`src/design/vfof_pkg.sv`:
```
// shared constants and types of the vector field orientation flip block
package vfof_pkg;

  // configuration register indexes
  localparam int unsigned CFG_IDX_BITS  = 2;
  localparam int unsigned CFG_DATA_BITS = 16;
  localparam logic [CFG_IDX_BITS-1:0] REG_WIDTH  = 2'd0;
  localparam logic [CFG_IDX_BITS-1:0] REG_HEIGHT = 2'd1;
  localparam logic [CFG_IDX_BITS-1:0] REG_DEPTH  = 2'd2;

  // register field widths
  localparam int unsigned GEO_BITS   = 9;
  localparam int unsigned DEPTH_BITS = 16;

  // input kind codes
  localparam logic KIND_VOXEL = 1'b0;
  localparam logic KIND_FLUSH = 1'b1;

  // window tap order
  localparam int unsigned TAP_CUR  = 0;
  localparam int unsigned TAP_CUR1 = 1;
  localparam int unsigned TAP_LN   = 2;
  localparam int unsigned TAP_LN1  = 3;
  localparam int unsigned TAP_PL   = 4;
  localparam int unsigned TAP_PL1  = 5;
  localparam int unsigned TAP_PN   = 6;
  localparam int unsigned TAP_CTR  = 7;
  localparam int unsigned NUM_TAPS = 8;

  // bounds and end flags of the voxel under evaluation
  typedef struct packed {
    logic x_in;
    logic y_in;
    logic z_in;
    logic last;
  } vfof_meta_t;

endpackage

```
`src/design/vfof_calc.sv`:
```
// neighbour sum, dot product and conditional negation pipeline
module vfof_calc import vfof_pkg::*; #(
  parameter int CW = 16,
  localparam int EW = 3 * CW + 1,
  localparam int SW = CW + 3,
  localparam int PW = SW + CW
) (
  input  logic          clk_i,
  input  logic          rst_ni,
  input  logic          a_valid_i,
  input  vfof_meta_t    a_meta_i,
  input  logic [EW-1:0] taps_i [NUM_TAPS],
  output logic          en_o,
  output logic          out_valid_o,
  input  logic          out_ready_i,
  output logic [CW-1:0] out_x_o,
  output logic [CW-1:0] out_y_o,
  output logic [CW-1:0] out_z_o,
  output logic          out_flipped_o,
  output logic          out_last_o
);

  logic                 b_valid_q, c_valid_q, out_valid_q;
  logic [6:0]           use_n;
  logic [SW-1:0]        sum_d [3];
  logic signed [SW-1:0] sum_q [3];
  logic [EW-1:0]        ctr_b_q, ctr_c_q;
  vfof_meta_t           meta_b_q, meta_c_q;
  logic signed [PW-1:0] prod_q [3];
  logic signed [PW+1:0] dot;
  logic [CW-1:0]        comp;
  logic [CW-1:0]        res_d [3];
  logic                 flip_d;
  logic [CW-1:0]        res_q [3];
  logic                 flip_q, last_q;

  // whole pipeline moves when the output register is free
  assign en_o = !out_valid_q || out_ready_i;

  // neighbours that are in bounds; the mask is checked in the sum
  always_comb begin
    use_n[0] = a_meta_i.x_in;
    use_n[1] = a_meta_i.y_in;
    use_n[2] = a_meta_i.x_in && a_meta_i.y_in;
    use_n[3] = a_meta_i.z_in;
    use_n[4] = a_meta_i.x_in && a_meta_i.z_in;
    use_n[5] = a_meta_i.y_in && a_meta_i.z_in;
    use_n[6] = a_meta_i.x_in && a_meta_i.y_in && a_meta_i.z_in;
  end

  // stage b: component sums of the seven forward neighbours
  always_comb begin
    logic [EW-1:0] nb [7];
    nb[0] = taps_i[TAP_PN];
    nb[1] = taps_i[TAP_PL1];
    nb[2] = taps_i[TAP_PL];
    nb[3] = taps_i[TAP_LN1];
    nb[4] = taps_i[TAP_LN];
    nb[5] = taps_i[TAP_CUR1];
    nb[6] = taps_i[TAP_CUR];
    for (int n = 0; n < 3; n++) begin
      sum_d[n] = '0;
      for (int t = 0; t < 7; t++) begin
        if (use_n[t] && nb[t][3*CW]) begin
          sum_d[n] = sum_d[n] + {{3{nb[t][n*CW+CW-1]}}, nb[t][n*CW +: CW]};
        end
      end
    end
  end

  always_ff @(posedge clk_i) begin
    if (en_o) begin
      for (int n = 0; n < 3; n++) begin
        sum_q[n] <= signed'(sum_d[n]);
      end
      ctr_b_q  <= taps_i[TAP_CTR];
      meta_b_q <= a_meta_i;
    end
  end

  // stage c: products with the centre vector
  always_ff @(posedge clk_i) begin
    if (en_o) begin
      for (int n = 0; n < 3; n++) begin
        prod_q[n] <= sum_q[n] * signed'(ctr_b_q[n*CW +: CW]);
      end
      ctr_c_q  <= ctr_b_q;
      meta_c_q <= meta_b_q;
    end
  end

  // stage d: sign of the dot product and saturating negation
  always_comb begin
    dot    = (PW+2)'(prod_q[0]) + (PW+2)'(prod_q[1]) + (PW+2)'(prod_q[2]);
    flip_d = ctr_c_q[3*CW] && dot[PW+1];
    for (int n = 0; n < 3; n++) begin
      comp = ctr_c_q[n*CW +: CW];
      if (!flip_d) begin
        res_d[n] = comp;
      end else if (comp == {1'b1, {(CW-1){1'b0}}}) begin
        res_d[n] = {1'b0, {(CW-1){1'b1}}};
      end else begin
        res_d[n] = -comp;
      end
    end
  end

  always_ff @(posedge clk_i) begin
    if (en_o) begin
      for (int n = 0; n < 3; n++) begin
        res_q[n] <= res_d[n];
      end
      flip_q <= flip_d;
      last_q <= meta_c_q.last;
    end
  end

  // valid bits of the stages
  always_ff @(posedge clk_i or negedge rst_ni) begin
    if (!rst_ni) begin
      b_valid_q   <= 1'b0;
      c_valid_q   <= 1'b0;
      out_valid_q <= 1'b0;
    end else if (en_o) begin
      b_valid_q   <= a_valid_i;
      c_valid_q   <= b_valid_q;
      out_valid_q <= c_valid_q;
    end
  end

  assign out_valid_o   = out_valid_q;
  assign out_x_o       = res_q[0];
  assign out_y_o       = res_q[1];
  assign out_z_o       = res_q[2];
  assign out_flipped_o = flip_q;
  assign out_last_o    = last_q;

endmodule

```
`config.mk`:
```
export PLATFORM = sky130hd
export DESIGN_NAME = vfof_calc
export DESIGN_NICKNAME = d
export VERILOG_FILES = /design/src/design/vfof_pkg.sv /design/src/design/vfof_calc.sv
export SDC_FILE = /design/constraint.sdc
export NUM_CORES = 2
export LEC_CHECK = 0
export ABC_AREA = 0
export BUFFER_PORTS_ARGS = -buffer_cell sky130_fd_sc_hd__clkbuf_2
export CELL_PAD_IN_SITES_DETAIL_PLACEMENT = 0
export CELL_PAD_IN_SITES_GLOBAL_PLACEMENT = 1
export CORE_AREA = 2 2 366 368
export CTS_CLUSTER_DIAMETER = 80
export DETAILED_ROUTE_END_ITERATION = 7
export DIE_AREA = 0 0 368 370
export PLACE_DENSITY = 0.88
export REMOVE_ABC_BUFFERS = 1
export SLEW_MARGIN = 20
export SYNTH_ARGS = -nofsm -noshare
export SYNTH_HDL_FRONTEND = slang
export SYNTH_SLANG_ARGS = --single-unit
```
`constraint.sdc`:
```
create_clock -name clk_i -period 12.32 [get_ports clk_i]
set_input_delay 1.232 -clock clk_i [delete_from_list [all_inputs] [get_ports clk_i]]
set_output_delay 1.232 -clock clk_i [all_outputs]
set_load 0.03 [all_outputs]
```
Yosys cells after proc, flatten, opt, wreduce, memory -nomap -nowiden
Memory sizes are Yosys's and may differ from the RTL's.
Cells that the tools add are included.
{"block": "word_totals", "wordCells": 84, "n_memories": 3, "latchBits": 0, "mem_bits_rw": 210, "mem_bits_ro": 0, "reg_bits": 105}
{"block": "op_classes", "bitwise": 0, "mux": 29, "reduce_logical": 14, "n_shift": 0, "mul": 3, "div_mod_pow": 0, "n_eq_ne": 3, "addsub": 23, "n_lt_le_gt_ge": 0}
{"name": "prod_q", "depth": 3, "word_bits": 35, "rd": 3, "rd_clocked_by_memory_dff": 0, "wr": 3, "line": "vfof_calc.sv:29", "source": "logic signed [PW-1:0] prod_q [3];"}
{"name": "sum_q", "depth": 3, "word_bits": 19, "rd": 3, "rd_clocked_by_memory_dff": 0, "wr": 3, "line": "vfof_calc.sv:26", "source": "logic signed [SW-1:0] sum_q [3];"}
{"name": "res_q", "depth": 3, "word_bits": 16, "rd": 3, "rd_clocked_by_memory_dff": 0, "wr": 3, "line": "vfof_calc.sv:34", "source": "logic [CW-1:0] res_q [3];"}
{"operator": "$mux W19", "n": 21}
{"operator": "$add A19 B19 Y19", "n": 18}
{"operator": "$mul A19 B16 Y35", "n": 3}
{"operator": "$mux W16", "n": 6}
{"operator": "$eq A16 B16 Y1 const B", "n": 3}
{"operator": "$neg A16 Y16", "n": 3}
{"operator": "$add A36 B35 Y37", "n": 1}
{"operator": "$add A35 B35 Y36", "n": 1}
{"operator": "$logic_and A1 B1 Y1", "n": 12}
{"operator": "$mux W1", "n": 2}
{"operator": "$logic_not A1 Y1", "n": 1}
{"operator": "$logic_or A1 B1 Y1", "n": 1}

Depth between registers and ports, before layout
{"block": "logic_depth", "ltp_word": 14, "mapped_depth": 56}

Worst setup path after synthesis
OpenSTA, ideal clock, no wires.
{"block": "synth_path", "path_type": "input -> register", "start": "input port a_meta_i[3] (netlist name)", "end": "memory sum_q[0][37] (netlist name), data pin", "setup_ps": 268, "arrival_ps": 10414, "required_ps": 12052, "slack_ps": 1638, "path_buffers": 4, "stages": 44, "cell_sequence": "buf_2 clkbuf_1 clkbuf_1 clkbuf_1 and3_1 ha_1 ha_1 a41oi_2 o21ai_1 a31o_2 a211oi_1 or2_2 xor2_1 o21ai_0 ha_1 or3_1 o32a_1 a21oi_1 (+8 left out) o21ai_0 ha_1 xnor2_1 o22ai_1 a21o_1 ha_1 or2_2 o31ai_1 a21o_1 o21ai_0 xor2_1 mux2_2 ha_1 and3_1 a221oi_1 mux2i_1 xnor3_1 xnor3_1"}
{"item": "start, declared", "line": "vfof_calc.sv:11", "source": "input vfof_meta_t a_meta_i,"}
{"item": "end, declared", "line": "vfof_calc.sv:26"}

==> reports/results.txt <==
The run finished with clean final reports. The number of hold violations in the final report is 0. The tools report the number of buffers added to fix hold violations after cts as 0. The reported max-cap violation count is 0, and the maximum level of the CTS H-tree is 2. For this run, the number of Yosys warnings is 0. Setup violations remaining at the end of the flow were counted as 0. At the later pin of the worst-skew pair, clock insertion delay measures 580 ps. The master of the slowest instance on the critical path is sky130_fd_sc_hd__a311oi_1.

The actual transition at the worst max-transition pin was 996 ps; the number of global-route vias before repair was 53.0k. The cell depth of the worst hold path is 0, and the area of the core is 132000 µm². The run gives 0 as the number of pins exceeding their max-slew limit in the final report. In this run the count of I/O pins placed on the die edge is 452. The worst path required time was 12650 ps.

For hold timing, the worst endpoint is meta_c_q[0]. Final hold analysis gives a worst-case slack of 421 ps. After clock tree synthesis, the clock-pin slew on the worst setup and hold paths is 60 ps. The multi-input combinational cells in the finished layout cover a total of 50000 µm². The count of nets left with antenna violations once routing finished came out at 0. Number of vias per cell after detailed routing: 5.46.

After technology mapping, the gate count stands at 7129. The floorplan step set the die height to 370 µm. The path class of the tightest hold or removal check is flip-flop to flip-flop. The worst register-to-register path ends at prod_q[0][33]. For this run, the leading register cell type out of synthesis is sky130_fd_sc_hd__edfxtp_1. In this run the cell area of the synthesized design comes to 64500 µm².

TritonCTS built the clock tree. The largest fanout on the critical path is 33, and the number of cell rows is 134. For this run, the post-layout net count is 9415. The mean area per synthesized cell was 9.05 µm²; the sequential cell area was 9440 µm². The number of instances resized during post-cts repair is 0. The final critical delay including setup and external delays came out at 11020 ps. Setup repair after global routing left no endpoint under its margin. The first detailed-routing pass took 7 iterations. The final sum of negative setup slack is 0 ps, and the number of filler instances in the final layout is 12.3k.

For this run, the slowest stage of the critical path takes 450 ps. Based on the critical path, the design can be clocked at up to 0.0908 GHz. The clock tree buffer depth was 3.

At the end of routability-driven placement, the weighted congestion stood at 0.916. The worst reg-to-reg setup slack is 4690 ps, and the portion of the clock cycle consumed by the worst path in the final layout is 89.4%. The share of final-layout standard cells stronger than drive strength 1 is 9.20%. Across the routed clock network, the largest skew measured is 14.9 ps. The synthesized design contains 312 enable-type register cells.

The register bit total from synthesis came out at 315. In this run the critical register-to-register path is launched from ctr_b_q[1]. Sequential cells were found to cover 14.6% of the synthesized design area. The cell that appears most often on the critical path is sky130_fd_sc_hd__ha_1. The clock net in this run drives a total of 315 sinks. The effective utilization at floorplan is 48.7%, and the count of cell types in the netlist is 91.

After clock tree synthesis, the setup repair step added 0 buffers. For this block, the via count after detailed routing is 50.5k. The cell sitting at the root of the clock tree is a sky130_fd_sc_hd__clkbuf_16. Once detailed placement completed, the half-perimeter wirelength came to 139 mm. The tools report the wire length of the first global-routing pass as 271 mm.

The post-detailed-routing wire length was 165 mm. The tools report the category of the worst setup path capture point as a flip-flop. After the first detailed-routing iteration, the DRC count stood at 2478. The width of the die came out at 368 µm. The total overflow left after global routing is 0.

The count of buffers added on input and output ports is 451. The path type of the worst setup path was input pin to flip-flop. After detailed routing, the number of remaining DRC violations is 0.

Clock tree synthesis inserted a total of 39 buffers. The number of cells traversed by the worst register-to-register path came out at 24. In this run the most critical hold path is launched from meta_b_q[0]. Dividing the detail-routed wire length by the instance count gives 17.8 µm.

Measured against its own limit, the worst slew margin works out to 33.6%. The worst setup path is launched from an input pin. Global routing consumed, over all layers together, 24.6% of the routing resources.

The die covers 136000 µm². The number of antenna violations at the first check in global routing was 32; the async set-reset flop share out of synthesis was 0.952%. Entering global routing, the biggest net connects 73 pins. For the worst setup path, the data arrival time is 11350 ps.

From synthesis to final layout, the design area changed by 8.17%.
## per-stage QoR
stage | worst slack (ps) | area [µm²] | cells | utilization (%)
global placement | 1100 | 68400 | 9149 | 51.6
CTS | 1470 | 69700 | 9221 | 52.7
detailed placement | 850 | 68400 | 9149 | 51.6
global route | 620 | 69800 | 9234 | 52.7
finish | 1300 | 69800 | 9237 | 52.7
floorplan | 1830 | 63600 | 6889 | -
## how the worst max path moves through the flow
stage	cells after the start	slack, ps	endpoint	startpoint
6_report	42	1300	sum_q[0][37]	taps_i[97]
5_1_grt	49	620	sum_q[0][17]	a_meta_i[3]
3_3_place_gp	43	1100	sum_q[0][37]	taps_i[97]
3_5_place_dp	43	850	sum_q[0][37]	taps_i[97]
2_1_floorplan	41	1830	sum_q[0][37]	a_meta_i[3]
4_1_cts	43	1470	sum_q[0][37]	taps_i[97]
## cells by family after synthesis
group           share of synthesized area, %
mux                                     1.50
buf+inv                                 7.86
flops                                   14.6
compound gates                          12.7
xor+xnor                                5.30
fa+ha+maj                               42.1
simple gates                            15.9
## critical path: cells and delay by family
family	cells	cell delay (ps)
XOR/XNOR	7	1470
AND/OR/NAND/NOR	6	1110
buffers and inverters	3	680
adder cells (fa/ha/maj)	5	1770
multiplexers	3	850
AO/OA/AOI/OAI	18	4200
## layout by cell type (no fill, tap or decap), types with 44 or more instances in the layout
cell type,n
sky130_fd_sc_hd__nor2_1,380
sky130_fd_sc_hd__mux2_2,67
sky130_fd_sc_hd__or3_1,52
sky130_fd_sc_hd__edfxtp_1,312
sky130_fd_sc_hd__a31oi_1,58
sky130_fd_sc_hd__fa_1,961
sky130_fd_sc_hd__nand2_1,831
sky130_fd_sc_hd__o21a_1,77
sky130_fd_sc_hd__xor2_1,113
sky130_fd_sc_hd__nor2b_1,44
sky130_fd_sc_hd__ha_1,632
sky130_fd_sc_hd__o21bai_1,53
sky130_fd_sc_hd__and3_1,66
sky130_fd_sc_hd__and2_1,357
sky130_fd_sc_hd__a21o_1,167
sky130_fd_sc_hd__nand3_1,83
sky130_fd_sc_hd__clkbuf_2,451
sky130_fd_sc_hd__o31ai_1,48
sky130_fd_sc_hd__inv_1,1102
sky130_fd_sc_hd__nor3_1,80
sky130_fd_sc_hd__xnor2_1,265
sky130_fd_sc_hd__a21oi_1,345
sky130_fd_sc_hd__nand2b_1,120
sky130_fd_sc_hd__o21ai_0,251
## synthesized netlist by cell type (all sizes together) (32+ instances only)
library cell,instances,share of area [%]
inv,1103,6.4
or3,56,0.57
nor3,80,0.62
a21oi,346,2.7
ha,632,12
o31ai,49,0.58
nor2b,44,0.43
clkbuf,203,1.2
a211oi,42,0.50
fa,961,30
a31oi,58,0.56
xnor2,265,3.6
nor2,380,2.2
nand3,86,0.67
xor2,114,1.6
mux2,70,1.2
nand4,32,0.31
nand2,833,4.8
o21bai,53,0.62
a21o,167,1.9
edfxtp,312,15
and2,360,3.5
nand2b,121,1.2
buf,37,0.26
o21a,77,0.90
o21ai,267,2.1
and3,69,0.67
## cell type report
type / instances / share of cell area (%)
antenna: 16 / 0.0574
clock buffer: 45 / 1.46
clock inverter: 27 / 0.461
inverter: 1103 / 5.93
multi-input combinational: 5471 / 71.7
sequential: 315 / 13.5
tap: 1768 / 3.17
timing repair buffer: 492 / 3.68
## state kept, by name (all words and copies together), names as in the netlist, 48 cells and up
register	flops
ctr_b_q	49
ctr_c_q	49
sum_q	57
res_q	48
prod_q	105
## layer usage
metal  wire length [µm]  global-route usage (%)
met5                208                       0
met4               6300                    8.85
met3               7380                    3.06
met2              83300                    44.1
met1              67600                    30.5
Power is left out: the tool's default activity adds up to more than one toggle a clock period on the data nets, which glitch-free logic cannot reach.
